### config.mk
export PLATFORM = sky130hd
export DESIGN_NAME = dcc_mac
export DESIGN_NICKNAME = d
export VERILOG_FILES = /design/src/rtl/core/depthwise_causal_conv_packed_top_assert.svh /design/src/rtl/core/dcc_pkg.sv /design/src/rtl/core/dcc_mac.sv
export SDC_FILE = /design/constraint.sdc
export NUM_CORES = 2
export LEC_CHECK = 0
export ABC_AREA = 1
export BUFFER_PORTS_ARGS = -buffer_cell sky130_fd_sc_hd__buf_4
export CORE_ASPECT_RATIO = 0.8
export CORE_MARGIN = 5
export CORE_UTILIZATION = 37
export DETAILED_ROUTE_END_ITERATION = 10
export SYNTH_ARGS = -nofsm -noshare
export SYNTH_HDL_FRONTEND = slang
export SYNTH_SLANG_ARGS = --single-unit
### constraint.sdc
create_clock -name clk -period 9.2 [get_ports clk]
set_clock_uncertainty 0.05 [all_clocks]
set_input_delay 0.92 -clock clk [delete_from_list [all_inputs] [get_ports clk]]
set_output_delay 0.92 -clock clk [all_outputs]
set_load 0.02 [all_outputs]
### src/rtl/core/depthwise_causal_conv_packed_top_assert.svh
// assertion macros used by the filter top module
`ifndef DEPTHWISE_CAUSAL_CONV_PACKED_TOP_ASSERT_SVH
`define DEPTHWISE_CAUSAL_CONV_PACKED_TOP_ASSERT_SVH

// same-cycle implication, checked on the rising clock edge outside reset
`define DCC_ASSERT_NOW(label, ante, cons) \
	label: assert property (@(posedge clk) disable iff (!arst_n) (ante) |-> (cons)) \
		else $error("same-cycle check failed");

// next-cycle implication, checked on the rising clock edge outside reset
`define DCC_ASSERT_NEXT(label, ante, cons) \
	label: assert property (@(posedge clk) disable iff (!arst_n) (ante) |=> (cons)) \
		else $error("next-cycle check failed");

`endif

### src/rtl/core/dcc_pkg.sv
// shared constants and types of the depthwise causal filter
`timescale 1ns / 1ps

package dcc_pkg;

	// filter shape
	localparam int CHANNELS = 64;
	localparam int TAPS     = 4;

	// field widths
	localparam int CHAN_W = 6;
	localparam int TAP_W  = 2;
	localparam int VAL_W  = 16;
	localparam int PROD_W = 2 * VAL_W;
	localparam int FILT_W = 40;

	// memory geometry: one row per channel
	localparam int ADDR_W    = (CHANNELS > 1) ? $clog2(CHANNELS) : 1;
	localparam int HIST_TAPS = TAPS - 1;
	localparam int HIST_W    = ((HIST_TAPS > 0) ? HIST_TAPS : 1) * VAL_W;
	localparam int WROW_W    = TAPS * VAL_W;

	// stream packing
	localparam int IN_TDATA_W  = 32;
	localparam int OUT_TDATA_W = 48;

	// item kinds carried on tuser
	localparam logic CMD_SAMPLE = 1'b0;
	localparam logic CMD_LOAD   = 1'b1;

	// sequencer states
	typedef enum logic [1:0] {
		ST_IDLE,
		ST_READ,
		ST_SUM
	} dcc_state_t;

	// control from the sequencer to the multiply-accumulate unit
	typedef struct packed {
		logic mul_en;
		logic hist_clr;
	} dcc_mac_ctrl_t;

endpackage

### src/rtl/core/dcc_mac.sv
// window assembly, tap multipliers and sum of products
`timescale 1ns / 1ps

module dcc_mac (
	input  logic                             clk,
	input  dcc_pkg::dcc_mac_ctrl_t           ctrl,
	input  logic [dcc_pkg::HIST_W-1:0]       hist_rd,
	input  logic [dcc_pkg::WROW_W-1:0]       wt_rd,
	input  logic signed [dcc_pkg::VAL_W-1:0] value,
	output logic [dcc_pkg::HIST_W-1:0]       hist_wr,
	output logic signed [dcc_pkg::FILT_W-1:0] sum
);

	import dcc_pkg::*;

	logic signed [VAL_W-1:0]  win [TAPS];
	logic signed [PROD_W-1:0] prod_s1 [TAPS];

	// window: stored history, oldest first, then the current sample
	always_comb begin
		for (int t = 0; t < TAPS; t++) begin
			if (t == TAPS - 1) begin
				win[t] = value;
			end else if (ctrl.hist_clr) begin
				win[t] = '0;
			end else begin
				win[t] = hist_rd[t*VAL_W +: VAL_W];
			end
		end
	end

	// history shifts by one sample
	always_comb begin
		hist_wr = '0;
		for (int t = 0; t < HIST_TAPS; t++) begin
			hist_wr[t*VAL_W +: VAL_W] = win[t+1];
		end
	end

	// one exact 16x16 product per tap
	always_ff @(posedge clk) begin
		if (ctrl.mul_en) begin
			for (int t = 0; t < TAPS; t++) begin
				prod_s1[t] <= $signed(wt_rd[t*VAL_W +: VAL_W]) * win[t];
			end
		end
	end

	// full-precision sum of the registered products
	always_comb begin
		sum = '0;
		for (int t = 0; t < TAPS; t++) begin
			sum = sum + FILT_W'(prod_s1[t]);
		end
	end

endmodule

==> metrics.log <==
[metrics] largest net degree at the start of global routing: 77
[metrics] post-detailed-routing wire length: 142000 um
[metrics] gate count of the mapped netlist: 6006
[metrics] Total Nets Final: 7693
[metrics] net count of the mapped netlist: 7612
[metrics] kind of critical path: primary input to flip-flop
[metrics] number of resized instances in the post-cts repair step: 0
[metrics] cell type with the highest aggregate area in the netlist: fa_1
[metrics] remaining number of nets flagged by the antenna check after routing: 0
[metrics] average cell area after synthesis: 8.14 um2
[metrics] Clk Tree Root Cell: clkbuf_16
[metrics] CTS HTree Levels: 4
[metrics] via count of the first global-routing pass: 39900
[metrics] commonest cells after routing, fill and taps aside: inv_1, nand2_1, fa_1
[metrics] highest attainable clock frequency: 135 MHz
[metrics] met1 routed wirelength after detailed routing: 66500 um
[metrics] CTS tree: built
[metrics] number of max-capacitance violations reported: 0
[metrics] area of the placeable core: 131000 um2
[metrics] setup violation total in the final timing report: 0
[metrics] least setup slack across all paths after layout: 1770 ps
[metrics] input/output buffers: 218
[metrics] overall die area: 139000 um2
[metrics] warnings from Yosys: 0
[metrics] clock sink count: 128
[metrics] unrepaired setup endpoints after global routing: false
[metrics] synthesis-stage register bit count: 128
[metrics] TritonCTS Buffers: 17
[metrics] number of I/O pins: 219
[metrics] largest reg by FF count: prod_s1
[metrics] largest fanout on the critical path: 22
[metrics] Critical Path RT: 9320 ps
[metrics] pre-CTS WS: 1420 ps
[metrics] result of the run: completed
[metrics] weighted congestion at the end of routability-driven global placement: 0.935
[metrics] Setup Fix Bufs, Post-CTS: 0
[metrics] actual slew at the worst max-slew pin: 1040 ps
[metrics] max FFs per register: 128
[metrics] Diodes inserted: 0
[metrics] final critical-path required period: 7430 ps
[metrics] initial antenna violation count: 0
[metrics] area added between synthesis and finish: 7.64%
[metrics] registers with the most flip-flops: prod_s1: 128 flops
[metrics] Max Used Layer: met4
[metrics] dpl cells: 7822
[metrics] Post-DP HPWL: 125000 um
[metrics] number of violations reported at the end of detailed-routing iteration 0: 2710
[metrics] Worst slew margin: 31.0%
[metrics] Setup Total Neg Slack: 0 ps
[metrics] average wire per standard cell: 18.1 um
[metrics] post-route fraction of the period consumed by the critical path: 80.8%
[metrics] Reg clk slew, reported paths: 70 ps
[metrics] post-DR vias/cell: 4.84
[metrics] path category of the worst min-delay check: primary input to flip-flop
[metrics] sequential element share of the synthesized area: 7.87%
[metrics] combined area of all synthesized cells: 48900 um2
[metrics] via count: 38000
[metrics] Die Y-Extent: 335 um
[metrics] element type at the critical path start: primary input
[metrics] filler-free cell count of the finished design: 7854
[metrics] wire length on met2: 62000 um
[metrics] pins over their slew limit: 0
[metrics] final-report hold violation count: 0
[metrics] WL met3: 11000 um
[metrics] wire length of the first global-routing pass: 228000 um
[metrics] Synth area leaders: fa_1, inv_1, nand2_1, ha_1, edfxtp_1
[metrics] fraction of final layout cells sized beyond drive strength 1: 5.05%
[metrics] count of different cell masters after synthesis: 39
[metrics] number of hold-repair buffers added at the cts stage: 0
[metrics] starting density of the core: 37.2%
[metrics] data arrival time of the critical path: 7550 ps
[metrics] portion of synthesized cell area occupied by the leading cell type: 45.6%
[metrics] first-pass detailed-route iteration total: 6
[metrics] post-detailed-route DRC marker count: 0
[metrics] global routing usage summed across all routing layers: 20.7%
[metrics] kind of capture point of the worst setup path: flip-flop
[metrics] Longest Clk Path Bufs: 2
[metrics] number of inserted filler cells in the final layout: 13400
[metrics] most common cell after layout, fill and taps aside: inv_1
[metrics] total number of placement rows: 119
[metrics] total grt overflow: 0
[metrics] Die Span X: 416 um
==> path summary, 6_finish.rpt <==
kind	from	to	depth (start not counted)	slack [ps]
worst max-delay path	ctrl[0]	prod_s1[0][30]	23	1770
worst min-delay path	wt_rd[48]	prod_s1[3][0]	3	910
==> routing by layer <==
metal	track usage, %	up-vias
li1	-	17600
met1	30.8	19000
met2	31.9	1258
met3	4.14	129
met4	3.43	0
met5	0	-
==> through the flow <==
step / hold slack (ps) / area, um2 / util, %
detailed placement: 1350 / 52000 / 39.6
global route: 910 / 52600 / 40.0
floorplan: 982 / 48900 / -
finish: 910 / 52600 / 40.0
global placement: 1350 / 52000 / 39.6
CTS: 900 / 52600 / 40.0
==> cells in the mapped netlist (all sizes together) <==
cell type  count
a21boi        10
a21o           7
a21oi        164
and2           2
and3           1
buf           56
clkbuf       108
clkinv        25
edfxtp       128
fa          1113
ha           362
inv         1600
nand2       1316
nand3        168
nand3b         5
nand4         46
nor2         622
nor3          36
nor3b          2
nor4           2
o21a           4
o21ai         96
o21bai        17
or2           10
xnor2         24
xor2          82
==> critical path, cell delays in order <==
cell	delay, ps
buf_4	110
inv_2	240
buf_4	380
nand2_1	480
inv_1	330
nand2_1	150
fa_1	520
inv_1	70
fa_1	810
fa_1	600
fa_1	530
inv_1	50
fa_1	470
inv_1	50
fa_1	450
ha_1	380
a21oi_1	280
a21boi_0	250
nand2_1	90
a21oi_1	160
nand2_1	70
nand2_1	60
nand2_1	60
==> cell families (layout without fill, tap and decap cells) <==
family                   after synthesis  count (layout)  synth area share [%]
AO/OA/AOI/OAI                        298             298                  3.27
XOR/XNOR                             106             106                  1.90
adder cells (fa/ha/maj)             1475            1475                  54.9
buffers and inverters               1789            1883                  14.0
flip-flops                           128             128                  7.87
AND/OR/NAND/NOR                     2210            2210                  18.1
==> area by class of cell <==
class,instances,area (um2),area share [%]
Inverter,1625,6100,11.6
Sequential cell,128,3840,7.31
Multi-Input combinational cell,4089,38200,72.6
Timing Repair Buffer,226,1700,3.23
Tap cell,1754,2190,4.17
Clock buffer,19,433,0.823
Clock inverter,13,139,0.264
Power is not shown: default switching activity piles up to over one toggle a cycle in this logic, so the estimate is an artifact.
